## src/rtl/bmld_pkg.sv

```systemverilog
package bmld_pkg;

  localparam int CFG_W            = 16;
  localparam int CFG_IDX_W        = 3;
  localparam int DEF_TICK_BITS    = 32;
  localparam int DEF_HOLD_BITS    = 16;
  localparam int ARM_LEAD         = 20;
  localparam int HOLD_HEADROOM    = 100;
  localparam logic [1:0] TOGGLE_COUNT = 2'd3;

  localparam logic [CFG_W-1:0] RST_DEBOUNCE      = 16'd2;
  localparam logic [CFG_W-1:0] RST_CLICK_MIN     = 16'd1;
  localparam logic [CFG_W-1:0] RST_CLICK_MAX     = 16'd25;
  localparam logic [CFG_W-1:0] RST_CLICK_WINDOW  = 16'd75;
  localparam logic [CFG_W-1:0] RST_LONG_PRESS    = 16'd300;
  localparam logic [CFG_W-1:0] RST_STARTUP_IGN   = 16'd250;

  typedef enum logic [CFG_IDX_W-1:0] {
    CFG_DEBOUNCE     = 3'd0,
    CFG_CLICK_MIN    = 3'd1,
    CFG_CLICK_MAX    = 3'd2,
    CFG_CLICK_WINDOW = 3'd3,
    CFG_LONG_PRESS   = 3'd4,
    CFG_STARTUP_IGN  = 3'd5
  } cfg_idx_t;

  typedef enum logic [2:0] {
    EV_NONE         = 3'd0,
    EV_CLICK        = 3'd1,
    EV_TOGGLE       = 3'd2,
    EV_ARMED        = 3'd3,
    EV_CANCEL       = 3'd4,
    EV_FACTORY      = 3'd5,
    EV_LONG_CLEAR   = 3'd6,
    EV_WINDOW_CLEAR = 3'd7
  } ev_code_t;

  typedef struct packed {
    logic [CFG_W-1:0] settle_ticks;
    logic [CFG_W-1:0] tap_min_ticks;
    logic [CFG_W-1:0] tap_max_ticks;
    logic [CFG_W-1:0] click_window_ticks;
    logic [CFG_W-1:0] long_press_ticks;
    logic [CFG_W-1:0] startup_ignore_ticks;
  } cfg_t;

  typedef struct packed {
    logic             wr;
    logic [CFG_W-1:0] value;
  } ign_load_t;

  typedef struct packed {
    ev_code_t   event_res;
    logic [1:0] click_number;
    logic       config_mode;
    logic       indicator_on;
    logic       clean_level;
  } result_t;

endpackage

```

## src/rtl/bmld_cfg.sv

```systemverilog
module bmld_cfg (
  input  logic                           clk,
  input  logic                           rst,
  input  logic                           wr_en,
  input  logic [bmld_pkg::CFG_IDX_W-1:0] wr_index,
  input  logic [bmld_pkg::CFG_W-1:0]     wr_data,
  output bmld_pkg::cfg_t                 cfg,
  output bmld_pkg::ign_load_t            ign_load
);
  import bmld_pkg::*;

  always_ff @(posedge clk) begin
    if (rst) begin
      cfg.settle_ticks         <= RST_DEBOUNCE;
      cfg.tap_min_ticks        <= RST_CLICK_MIN;
      cfg.tap_max_ticks        <= RST_CLICK_MAX;
      cfg.click_window_ticks   <= RST_CLICK_WINDOW;
      cfg.long_press_ticks     <= RST_LONG_PRESS;
      cfg.startup_ignore_ticks <= RST_STARTUP_IGN;
    end else if (wr_en) begin
      unique case (wr_index)
        CFG_DEBOUNCE:     cfg.settle_ticks         <= wr_data;
        CFG_CLICK_MIN:    cfg.tap_min_ticks        <= wr_data;
        CFG_CLICK_MAX:    cfg.tap_max_ticks        <= wr_data;
        CFG_CLICK_WINDOW: cfg.click_window_ticks   <= wr_data;
        CFG_LONG_PRESS:   cfg.long_press_ticks     <= wr_data;
        CFG_STARTUP_IGN:  cfg.startup_ignore_ticks <= wr_data;
        default: begin
        end
      endcase
    end
  end

  // a startup-ignore write also reloads a running ignore period when no sample steps the core
  assign ign_load.wr    = wr_en && (wr_index == CFG_STARTUP_IGN);
  assign ign_load.value = wr_data;

endmodule

```

## src/rtl/bmld_core.sv

```systemverilog
module bmld_core #(
  parameter int TICK_BITS = bmld_pkg::DEF_TICK_BITS,
  parameter int HOLD_BITS = bmld_pkg::DEF_HOLD_BITS
) (
  input  logic                clk,
  input  logic                rst,
  input  bmld_pkg::cfg_t      cfg,
  input  bmld_pkg::ign_load_t ign_load,
  input  logic                step,
  input  logic                raw,
  output bmld_pkg::result_t   res
);
  import bmld_pkg::*;

  localparam int HB = HOLD_BITS + 1;
  localparam int CW = (HB > CFG_W + 1) ? HB : CFG_W + 1;

  logic [CFG_W-1:0]     ignore_left, ignore_left_next;
  logic                 debounced, debounced_next;
  logic [CFG_W-1:0]     stable_run, stable_run_next;
  logic [HB-1:0]        hold_ticks, hold_ticks_next;
  logic                 armed, armed_next;
  logic                 previous_level, previous_level_next;
  logic [1:0]           clicks, clicks_next;
  logic [TICK_BITS-1:0] last_click_tick, last_click_tick_next;
  logic [TICK_BITS-1:0] tick_count, tick_count_next;
  logic                 mode_flag, mode_flag_next;
  logic                 indicator, indicator_next;

  logic [CW-1:0]        hold_w, hold_inc_w, lp_w, cap_w, thr_w, min_w, max_w;
  logic [HB-1:0]        hold_inc;
  logic [TICK_BITS-1:0] window_w, gap;
  logic [1:0]           clicks_base, clicks_inc;
  logic                 factory;
  ev_code_t             ev;
  logic [1:0]           num;

  assign lp_w     = CW'(cfg.long_press_ticks);
  assign cap_w    = lp_w + CW'(HOLD_HEADROOM);
  assign thr_w    = (lp_w >= CW'(ARM_LEAD)) ? lp_w - CW'(ARM_LEAD) : '0;
  assign min_w    = CW'(cfg.tap_min_ticks);
  assign max_w    = CW'(cfg.tap_max_ticks);
  assign window_w = TICK_BITS'(cfg.click_window_ticks);
  assign hold_w   = CW'(hold_ticks);
  assign hold_inc = ((hold_w < cap_w) && !(&hold_ticks)) ? hold_ticks + 1'b1 : hold_ticks;
  assign hold_inc_w = CW'(hold_inc);
  assign gap      = tick_count + TICK_BITS'(1) - last_click_tick;

  always_comb begin
    ignore_left_next     = ignore_left;
    debounced_next       = debounced;
    stable_run_next      = stable_run;
    hold_ticks_next      = hold_ticks;
    armed_next           = armed;
    previous_level_next  = previous_level;
    clicks_next          = clicks;
    last_click_tick_next = last_click_tick;
    tick_count_next      = tick_count;
    mode_flag_next       = mode_flag;
    indicator_next       = indicator;
    clicks_base          = clicks;
    clicks_inc           = clicks + 2'd1;
    factory              = 1'b0;
    ev                   = EV_NONE;
    num                  = 2'd0;

    if (ignore_left != '0) begin
      ignore_left_next = ignore_left - 1'b1;
    end else begin
      tick_count_next = tick_count + 1'b1;

      // debounce
      if (raw == debounced) begin
        stable_run_next = '0;
      end else if ({1'b0, stable_run} + 1'b1 >= {1'b0, cfg.settle_ticks}) begin
        debounced_next  = raw;
        stable_run_next = '0;
      end else begin
        stable_run_next = stable_run + 1'b1;
      end

      if (!debounced_next) begin
        hold_ticks_next = hold_inc;
        if (!armed && hold_inc_w >= thr_w && hold_inc_w < lp_w) begin
          armed_next     = 1'b1;
          clicks_next    = 2'd0;
          indicator_next = 1'b1;
          ev             = EV_ARMED;
        end
        if (hold_inc_w >= lp_w) begin
          factory = 1'b1;
        end
      end else begin
        if (armed) begin
          indicator_next = 1'b0;
          ev             = EV_CANCEL;
        end
        if (!previous_level && !armed && hold_w >= min_w && hold_w <= max_w) begin
          if (clicks != 2'd0 && gap > window_w) begin
            clicks_base = 2'd0;
          end
          clicks_inc           = clicks_base + 2'd1;
          last_click_tick_next = tick_count_next;
          ev                   = EV_CLICK;
          num                  = clicks_inc;
          if (clicks_inc == TOGGLE_COUNT) begin
            clicks_next    = 2'd0;
            mode_flag_next = !mode_flag;
            indicator_next = !mode_flag;
            ev             = EV_TOGGLE;
          end else begin
            clicks_next = clicks_inc;
          end
        end else if (!previous_level && !armed && hold_w > max_w) begin
          if (clicks != 2'd0) begin
            clicks_next = 2'd0;
            ev          = EV_LONG_CLEAR;
          end
        end
        hold_ticks_next = '0;
        armed_next      = 1'b0;
      end

      previous_level_next = debounced_next;

      if (clicks_next != 2'd0 && debounced_next &&
          (tick_count_next - last_click_tick_next) > window_w) begin
        clicks_next = 2'd0;
        if (ev == EV_NONE) begin
          ev = EV_WINDOW_CLEAR;
        end
      end

      if (factory) begin
        ignore_left_next     = cfg.startup_ignore_ticks;
        debounced_next       = 1'b1;
        stable_run_next      = '0;
        hold_ticks_next      = '0;
        armed_next           = 1'b0;
        previous_level_next  = 1'b1;
        clicks_next          = 2'd0;
        last_click_tick_next = '0;
        tick_count_next      = '0;
        mode_flag_next       = 1'b0;
        indicator_next       = 1'b0;
        ev                   = EV_FACTORY;
        num                  = 2'd0;
      end
    end
  end

  assign res.event_res    = ev;
  assign res.click_number = num;
  assign res.config_mode  = mode_flag_next;
  assign res.indicator_on = indicator_next;
  assign res.clean_level  = debounced_next;

  always_ff @(posedge clk) begin
    if (rst) begin
      ignore_left     <= RST_STARTUP_IGN;
      debounced       <= 1'b1;
      stable_run      <= '0;
      hold_ticks      <= '0;
      armed           <= 1'b0;
      previous_level  <= 1'b1;
      clicks          <= 2'd0;
      last_click_tick <= '0;
      tick_count      <= '0;
      mode_flag       <= 1'b0;
      indicator       <= 1'b0;
    end else if (step) begin
      ignore_left     <= ignore_left_next;
      debounced       <= debounced_next;
      stable_run      <= stable_run_next;
      hold_ticks      <= hold_ticks_next;
      armed           <= armed_next;
      previous_level  <= previous_level_next;
      clicks          <= clicks_next;
      last_click_tick <= last_click_tick_next;
      tick_count      <= tick_count_next;
      mode_flag       <= mode_flag_next;
      indicator       <= indicator_next;
    end else if (ign_load.wr && ignore_left != '0) begin
      ignore_left <= ign_load.value;
    end
  end

`ifndef SYNTHESIS
  a_armed_lit: assert property (@(posedge clk) disable iff (rst) armed |-> indicator)
    else $error("armed without indicator");
  a_armed_pressed: assert property (@(posedge clk) disable iff (rst) armed |-> !debounced)
    else $error("armed while released");
  a_clicks_range: assert property (@(posedge clk) disable iff (rst) clicks != TOGGLE_COUNT)
    else $error("click count reached toggle count");
  a_ignore_tick: assert property (@(posedge clk) disable iff (rst)
    (ignore_left != '0) |-> (tick_count == '0))
    else $error("tick counter moved during ignore period");
`endif

endmodule

```

## src/rtl/button_multiclick_longpress_detector.sv

```systemverilog
// Debounced button detector for multi-click and long press. Each input beat is
// one raw active-low pin sample taken at the poll tick, and each one gives
// exactly one result beat: an event code, the click number, the mode flag,
// the indicator drive and the clean level after that tick. The block takes one
// beat per clock unless the output side stalls; a sample passes an input
// register, the state update of the tracking core and a result register, and
// its result is held until the output side takes it. Configuration writes are
// taken at any time through their own channel but belong to idle periods; a
// write of the startup ignore length also reloads a running ignore period
// unless a sample steps the core in the same cycle.
module button_multiclick_longpress_detector #(
  parameter int TICK_BITS = bmld_pkg::DEF_TICK_BITS,
  parameter int HOLD_BITS = bmld_pkg::DEF_HOLD_BITS
) (
  input  logic                           clk,
  input  logic                           rst,
  input  logic                           in_valid,
  output logic                           in_ready,
  input  logic                           pin_sample,
  output logic                           out_valid,
  input  logic                           out_ready,
  output logic [2:0]                     event_res,
  output logic [1:0]                     click_number,
  output logic                           config_mode,
  output logic                           indicator_on,
  output logic                           clean_level,
  input  logic                           cfg_valid,
  output logic                           cfg_ready,
  input  logic [bmld_pkg::CFG_IDX_W-1:0] cfg_index,
  input  logic [bmld_pkg::CFG_W-1:0]     cfg_data
);
  import bmld_pkg::*;

  cfg_t      cfg;
  ign_load_t ign_load;
  result_t   step_res;
  result_t   out_res;
  logic      in_v;
  logic      in_raw;
  logic      out_free;
  logic      fire;

  assign cfg_ready = 1'b1;
  assign out_free  = !out_valid || out_ready;
  assign in_ready  = !in_v || out_free;
  assign fire      = in_v && out_free;

  bmld_cfg u_cfg (
    .clk      (clk),
    .rst      (rst),
    .wr_en    (cfg_valid && cfg_ready),
    .wr_index (cfg_index),
    .wr_data  (cfg_data),
    .cfg      (cfg),
    .ign_load (ign_load)
  );

  bmld_core #(
    .TICK_BITS (TICK_BITS),
    .HOLD_BITS (HOLD_BITS)
  ) u_core (
    .clk      (clk),
    .rst      (rst),
    .cfg      (cfg),
    .ign_load (ign_load),
    .step     (fire),
    .raw      (in_raw),
    .res      (step_res)
  );

  always_ff @(posedge clk) begin
    if (rst) begin
      in_v      <= 1'b0;
      out_valid <= 1'b0;
    end else begin
      if (in_ready) begin
        in_v <= in_valid;
      end
      if (out_free) begin
        out_valid <= in_v;
      end
    end
  end

  always_ff @(posedge clk) begin
    if (in_valid && in_ready) begin
      in_raw <= pin_sample;
    end
    if (fire) begin
      out_res <= step_res;
    end
  end

  assign event_res    = out_res.event_res;
  assign click_number = out_res.click_number;
  assign config_mode  = out_res.config_mode;
  assign indicator_on = out_res.indicator_on;
  assign clean_level  = out_res.clean_level;

endmodule
```

## config.mk

```make
export PLATFORM = sky130hd
export DESIGN_NAME = button_multiclick_longpress_detector
export DESIGN_NICKNAME = d
export VERILOG_FILES = /design/src/rtl/bmld_pkg.sv /design/src/rtl/bmld_cfg.sv /design/src/rtl/bmld_core.sv /design/src/rtl/button_multiclick_longpress_detector.sv
export SDC_FILE = /design/constraint.sdc
export NUM_CORES = 1
export LEC_CHECK = 0
export BUFFER_PORTS_ARGS = -buffer_cell sky130_fd_sc_hd__buf_2
export CORE_MARGIN = 2
export CORE_UTILIZATION = 25
export CTS_CLUSTER_SIZE = 30
export DETAILED_ROUTE_END_ITERATION = 10
export PLACE_DENSITY = 0.51
export SLEW_MARGIN = 20
export SYNTH_ARGS = -nofsm -noshare
export SYNTH_HDL_FRONTEND = slang
export SYNTH_SLANG_ARGS = --single-unit
```

## constraint.sdc

```tcl
create_clock -name clk -period 7.25 [get_ports clk]
set_input_delay 0.3625 -clock clk [delete_from_list [all_inputs] [get_ports clk]]
set_output_delay 0.3625 -clock clk [all_outputs]
set_load 0.05 [all_outputs]
```

==> summary by stage, run 1 <==
Status
The run finished with clean final reports.

Critical path
The startpoint identified for the worst register-to-register timing path is u_core.stable_run[1]$_SDFFE_PP0P_. The start point of the critical path is u_core.stable_run[1]$_SDFFE_PP0P_. The slowest stage of the critical path belongs to the cell sky130_fd_sc_hd__dfxtp_2.

The delay contributed by the slowest stage of the critical path is approximately 0.35 ns. The kind of critical path is flip-flop to flip-flop. The worst setup path is launched from a flip-flop. The critical path endpoint category is a flip-flop. The largest driver fanout on the critical path is 6. Data on the critical path is required at its endpoint by 7.58 ns. Counting stages on the worst path, the most repeated cell is sky130_fd_sc_hd__buf_4. At the worst endpoint, the arrival time is 7.21 ns.

Finish
The finished layout cell area is about 21,000 um^2. The share of the core filled with cells is between 30% and 40%. The final-stage net count is 2,689.

The area growth from synthesis to layout is 19.6%. The count of cells in the finished layout, fillers not included, comes to roughly 3,400. The proportion of layout cells with a drive suffix above 1 is between 10% and 20%.

STA
Derived from the worst setup path, the maximum achievable clock frequency is about 150 MHz. Setup violations remaining at the end of the flow were counted as 0. At the pin with the least slew margin, the transition time is ~1.0 ns. The post-route fraction of the period consumed by the critical path is 94.9%.

The number of hold violations in the final report was 0. The largest clock skew in the final design is approximately 0.023 ns. The relative slew slack is 30.5%. Across all setup checks in the final design, the least slack found is approximately 0.37 ns. The final count of pins violating max slew is 0. The shortest period the worst path allows is about 7 ns.

Clock tree
The CTS buffer count is 28. The number of buffers between clock root and the deepest sink is 3. CTS built an H-tree with a depth of 1. The CTS sink count is 227. The clock reaches the later pin of the worst-skew pair after 0.59 ns. The clock tree from TritonCTS is done. The register clock-pin slew on the reported worst setup and hold paths is 0.06 ns. CTS placed an instance of sky130_fd_sc_hd__clkbuf_16 at the clock tree root.

Global route
The number of antenna violations at the first check in global routing is 3. The wire length of the first global-routing pass is just over 90,000 um. For this run the aggregate overflow at the end of global routing stands at 0. The number of global-route vias before repair is 16,035. Entering global routing, the biggest net connects 89 pins. The total track usage is between 10% and 20%.

Synthesis
The post-synthesis sequential element count is roughly 230. The average instance in the mapped netlist occupies roughly 7.6 um^2. The number of warning messages in the yosys log is 0. After technology mapping, the gate count stands at 2,358. The share of flip-flops with an asynchronous set or reset is 0%. Ranked by instance count, the synthesized netlist is headed by sky130_fd_sc_hd__nand2_1, sky130_fd_sc_hd__a21oi_1, sky130_fd_sc_hd__dfxtp_1, sky130_fd_sc_hd__ha_1, sky130_fd_sc_hd__nor2_1. The post-synthesis cell type with the largest combined area is sky130_fd_sc_hd__dfxtp_1. The cell area that synthesis handed to floorplanning was 17,800 um^2. The net count of the mapped netlist is between 2,000 and 3,000. The number of synthesized flops with an enable pin is 9. The most frequent cell after synthesis is sky130_fd_sc_hd__nand2_1.

Ranked by total cell area, the synthesized netlist is headed by sky130_fd_sc_hd__dfxtp_1, sky130_fd_sc_hd__ha_1, sky130_fd_sc_hd__nand2_1. The synthesized netlist contains 93 unique library cells. After synthesis, flip-flops and latches occupy 26.0% of the total area. The proportion of netlist area held by the largest area contributor is about 24%. The leading register cell type out of synthesis is sky130_fd_sc_hd__dfxtp_1.

Min path
The worst hold path begins at in_valid. The path class of the lowest-slack min-delay path is input port to flip-flop.

Detailed routing
The via density per instance is approximately 4.9. The routed design has between 50,000 and 60,000 um of wire. Dividing the detail-routed wire length by the instance count gives 17.4 um. The initial detailed-routing violation count is 1,053.

The final route contains roughly 17,000 vias. The first detailed-routing pass ran for 5 iterations. The number of remaining DRC errors is 0. The detail route stage leaves a number of antenna-violating nets equal to 0.

Placed design
The HPWL after detailed placement is around 44,000 um. The number of placed instances, taps included is 3,358. Summing all placed instances gives a cell area of ~20,000 um^2. Port buffering added 34 buffers. The congestion estimate from routability-driven global placement came to ~0.86. At the placement stage, the worst setup path has a slack of -0.213 ns.

Pwr
The power density over cell area is ~140 nW/um^2. Across the VDD grid, the largest voltage drop is around 0.27 mV. The leakage power total is 0.00860 uW.

The total power after layout is 3050 uW.

Floorplan
Measured along the y axis, the die boundary spans 271 um. The width of the chip is 271 um. The area inside the core boundary is approximately 70,000 um^2. The die covers ~73,000 um^2. The initial utilization of the core area, before any placement, comes to about a quarter.

The number of top-level pins is 36. The floorplan has 97 rows.

Job
Across the run, the number of max-cap violations was 0.
## flip-flops by register name (all words and copies together), names as in the netlist
register and flops:
u_core.stable_run 16, indicator_on 1, click_number 2, config_mode 1, u_core.debounced 1, u_core.armed 1, clean_level 1, u_core.clicks 2
u_cfg.cfg 96, event_res 3, u_core.previous_level 1, u_core.ignore_left 16, u_core.indicator 1, in_raw 1, out_valid 1, in_v 1
u_core.last_click_tick 32, u_core.hold_ticks 17, u_core.mode_flag 1, u_core.tick_count 32
## stage by stage
stage,hold slack (ns),setup TNS [ns]
after floorplan,0.435,0
after global placement,0.443,0
after detailed placement,0.447,-0.732
after CTS,0.00618,0
after global routing,0.0493,-0.0503
final,0.0153,0
## layout by cell type (no fill, tap or decap), drive strengths merged, types with 9 or more instances in the layout
master,synthesis,final
buf,16,175
and3,27,27
nor2b,12,12
a211oi,41,41
a22oi,22,22
and4,12,12
o21a,42,42
clkinv,4,14
a31oi,10,10
xnor2,87,87
a21oi,237,237
nand3,105,105
ha,203,203
clkbuf,89,30
a311oi,12,12
nand4,40,40
nor3,50,50
nand2,370,370
o21ai,98,98
a21o,34,34
mux2i,31,31
inv,135,137
nor4,20,20
nand3b,11,11
dfxtp,218,218
nor2,200,200
nand2b,14,14
a2111oi,9,9
and2,15,15
xor2,43,43
edfxtp,9,9
o211ai,30,30
## cell families after synthesis
group | Yosys count | share of synthesized area, %
AO/OA/AOI/OAI | 615 | 22.3
XOR/XNOR | 131 | 6.52
adder cells (fa/ha/maj) | 205 | 14.5
buffers and inverters | 244 | 5.42
flip-flops | 227 | 26.0
multiplexers | 32 | 1.80
other | 1 | 0.0210
AND/OR/NAND/NOR | 903 | 23.5
## metal layers
layer	GRT usage [%]	up-vias	share of wire, %
li1	-	8619	-
met1	21.7	7895	48
met2	25.8	304	45
met3	1.38	79	4.0
met4	4.54	0	2.5
met5	0	-	0
## power by group
group,switching [uW],internal (uW),total (uW)
logic,140,61.3,201
clock network,628,926,1550
registers,19.1,1280,1300
## critical path: cells and delay by family (launching register included)
kind | cells | cell delay [ns]
AOI/OAI and AO/OA | 12 | 2.11
and+or+nand+nor | 13 | 1.88
buffers and inverters | 6 | 0.87
adders and majority gates | 3 | 0.83
DFF | 1 | 0.35
xor gates and xnor gates | 2 | 0.33
muxes | 1 | 0.26
## worst paths after layout
path / end / slack, ns / cells past startpoint
setup / recovery: event_res[0]$_SDFFCE_PN0P_ / 0.37 / 37
hold / removal: in_v$_SDFFE_PP0N_ / 0.02 / 3
setup reg to reg: event_res[0]$_SDFFCE_PN0P_ / 0.37 / 37
hold reg to reg: u_cfg.cfg[36]$_SDFFE_PP0P_ / 0.46 / 2
## area by class of cell
type                    instances  area (um^2)
inverters                     139          522
fillers                      7624        48900
repair buffers                176         1290
clock inverters                21          292
well taps                     940         1180
multi-input cells            1887        12700
clock buffers                  30          708
flip-flops and latches        227         4640
diodes                          1         2.50
## repair_timing
action | in CTS | in global routing
endpoints found under the hold margin | 1 | 0
resized for setup | 7 | 88
setup buffers | 0 | 10
pin swaps | 4 | 38
endpoints found under the setup margin | 5 | 75
hold buffers | 1 | 0
No activity file was read; power rests on OpenSTA's default activity.
==> run 2, diff against run 1 <==
PLACE_DENSITY = 0.5   (was 0.51)
clock period = 7.75 ns   (was 7.25 ns; I/O delays follow)
==> summary by stage, run 2 (synthesized netlist as in run 1, its figures left out) <==
Status
Result of the run: completed (unchanged).

STA
The largest clock skew in the final design is 0.0304 ns (was 0.0234 ns). The final count of pins violating max slew came to 0 (unchanged). The sum of negative setup slack is 0 ns (unchanged). The maximum achievable frequency is 136 MHz (was 145 MHz).

The relative slew slack came to 27.2% (was 30.5%). The post-route fraction of the period consumed by the critical path came to 94.6% (was 94.9%). The total of endpoints with negative setup slack in the final report is 0 (unchanged). The actual slew at the worst max-slew pin was 1.09 ns (was 1.04 ns). The number of hold violations in the final report came to 0 (unchanged). The shortest period the worst path allows is 7.33 ns (was 6.88 ns).

Floorplan
The width of the chip is 271 um (unchanged). The standard-cell row count is 97 (unchanged). The die height came to 271 um (unchanged). The number of top-level pins is 36 (unchanged). The starting density of the core is 25.4% (unchanged). The area inside the core boundary is 70,300 um^2 (unchanged). The area of the die is 73,500 um^2 (unchanged).

Global route
The largest net degree at the start of global routing is 88 (was 89). The wire length of the first global-routing pass is 92,800 um (was 92,000 um). The number of global-route vias before repair is 16,363 (was 16,035). The total overflow reported by the global router was 0 (unchanged).

The number of antenna violations at the first check in global routing is 1 (was 3). The total track usage came to 15.7% (about the same).

Pwr
The total power after layout came to 2780 uW (was 3050 uW). The leakage power total came to 0.00817 uW (was 0.00860 uW). The sequential share of power is 43.7% (was 42.5%). The cell-internal power is 2070 uW (was 2260 uW).

The share of total power consumed by net switching is 25.3% (was 25.8%). The net switching power of the design was 704 uW (was 786 uW). The combinational share of power was 6.6% (about the same). The power density over cell area is 136 nW/um^2 (was 143 nW/um^2). The largest vdd supply drop is 0.130 mV (was 0.266 mV). The clock network fraction of design power is 49.8% (was 50.9%).

Placed design
The routability congestion estimate from global placement is 0.898 (was 0.855). The number of I/O port buffers is 34 (unchanged). The number of placed instances, taps included is 3,296 (was 3,358). The placed wire-length estimate was 44,100 um (was 44,300 um).

Clock tree
The number of buffers between clock root and the deepest sink came to 3 (unchanged). The root buffer cell is sky130_fd_sc_hd__clkbuf_16 (unchanged). The register clock-pin slew on the reported worst setup and hold paths is 0.06 ns (about the same). The clock tree from TritonCTS is done (unchanged).

The clock network latency to the later pin of the worst-skew pair is 0.58 ns (was 0.59 ns). The CTS buffer count is 27 (was 28). The H-tree depth reported by CTS was 1 (unchanged).

The CTS sink count is 227 (unchanged).

Finish
The share of the core filled with cells is 29.0% (was 30.3%). The final-stage net count is 2,622 (was 2,689). The register with the most flip-flops is u_cfg.cfg (unchanged).

The post-synthesis to final-layout area growth is 14.3% (was 19.6%). The proportion of layout cells with a drive suffix above 1 was 8.38% (was 12.9%). The area of the multi-input gates is 12,300 um^2 (was 12,700 um^2).

The filler cell count came to 7,542 (was 7,624). Commonest cells after routing, fill and taps aside: sky130_fd_sc_hd__nand2_1, sky130_fd_sc_hd__a21oi_1, sky130_fd_sc_hd__dfxtp_1 (unchanged). The sequential cell area is 4640 um^2 (about the same). The most frequent standard cell in the layout excluding fill and tap cells is sky130_fd_sc_hd__nand2_1 (unchanged). The flip-flop count of the largest register, all copies and words added is 96 (unchanged).

Top flop regs: u_cfg.cfg x96, u_core.last_click_tick x32, u_core.tick_count x32 (unchanged). The non-filler instance count after layout was 3,352 (was 3,421).

Min path
The path class of the lowest-slack min-delay path is input port to flip-flop (unchanged).

Critical path
The sum of buffers and inverters on the critical path is 5 (was 6). The data required time at the worst endpoint is 8.07 ns (was 7.58 ns). The kind of critical path was flip-flop to flip-flop (unchanged). The nature of the critical path startpoint is a flip-flop (unchanged). The most frequent cell on the critical path is sky130_fd_sc_hd__buf_4 (unchanged). The slowest cell on the critical path is sky130_fd_sc_hd__ha_2 (was sky130_fd_sc_hd__dfxtp_2). The kind of cell adding the most delay to the critical path is compound AO/OA/AOI/OAI gates (unchanged). The critical path endpoint category is a flip-flop (unchanged). The delay contributed by the slowest stage of the critical path is 0.39 ns (was 0.35 ns). The largest driver fanout on the critical path is 11 (was 6). The data arrival time of the critical path came to 7.65 ns (was 7.21 ns).

Detailed routing
The total via count in the routed design is 17,133 (was 16,897). The final routed wirelength across all metal layers is 59,300 um (was 59,500 um). The routed wire length per instance is 17.7 um (was 17.4 um).

The number of nets still failing antenna checks after routing is 0 (unchanged). The initial detailed-routing violation count is 1,107 (was 1,053). The via density per instance was 5.11 (was 4.94). The number of remaining DRC errors is 0 (unchanged). The number of iterations in the first detailed-routing pass was 6 (was 5).

Job
The number of max-cap violations is 0 (unchanged).
-- run 2: cell count changes in the layout (fill, tap and decap cells not counted), sizes merged --
cell / change
buf: -66
bufinv: -2
clkbuf: +8
clkinv: -9
clkinvlp: -2
inv: +2
-- run 2: worst register-to-register path: cells and delay by family, from the launching register on --
family | cells | cell delay [ns]
compound gates | 12 | 2.25
simple gates | 12 | 1.89
flops | 1 | 0.38
fa+ha+maj | 3 | 0.97
buf+inv | 5 | 0.88
xor+xnor | 2 | 0.39
mux | 1 | 0.30
-- run 2: path summary, 6_finish.rpt --
check / to / slack [ns] / start / cells past startpoint
max reg2reg: event_res[1]$_SDFFCE_PP0P_ / 0.42 / u_core.stable_run[0]$_SDFFE_PP0P_ / 35
min: in_v$_SDFFE_PP0N_ / 0.05 / in_valid / 3
min reg2reg: u_cfg.cfg[60]$_SDFFE_PP0P_ / 0.45 / u_cfg.cfg[60]$_SDFFE_PP0P_ / 2
max: event_res[1]$_SDFFCE_PP0P_ / 0.42 / u_core.stable_run[0]$_SDFFE_PP0P_ / 35
-- run 2: stage by stage --
stage          area, um^2  hold slack (ns)  setup WS (ns)
6_report            20400           0.0490          0.419
3_3_place_gp        19300            0.442          0.164
4_1_cts             20300           0.0332         0.0459
3_5_place_dp        19300            0.447         -0.244
2_1_floorplan       17800            0.435          0.508
5_1_grt             20400           0.0884        -0.0518
-- run 2: final cells by class --
cell class,instances,share of cell area (%)
inverter,139,2.57
antenna,1,0.0123
sequential,227,22.7
tap,940,5.77
multi-input combinational,1887,60.5
clock inverter,10,0.847
clock buffer,38,3.76
timing repair buffer,110,3.78
-- run 2: power groups by stage --
stage | Sequential [uW] | Combinational, uW | Clock, uW
finish | 1210 | 183 | 1380
global route | 1210 | 201 | 1460
CTS | 1210 | 182 | 1420
detailed placement | 1240 | 181 | 0
global placement | 1240 | 179 | 0
floorplan | 1240 | 110 | 0
-- run 2: per-layer routing --
layer	track usage [%]	part of all wire [%]
met1	21.5	48
met2	25.8	46
met3	1.41	4.4
met4	4.97	2.6
met5	0	0
-- run 2: what timing repair did --
| item | CTS | global route |
|---|---|---|
| resized for setup | 3 | 22 |
| hold endpoints to repair | 1 | 0 |
| hold buffers | 1 | 0 |
| buffers inserted | 1 | 5 |
| pin swaps | 1 | 9 |
| setup endpoints to repair | 5 | 8 |
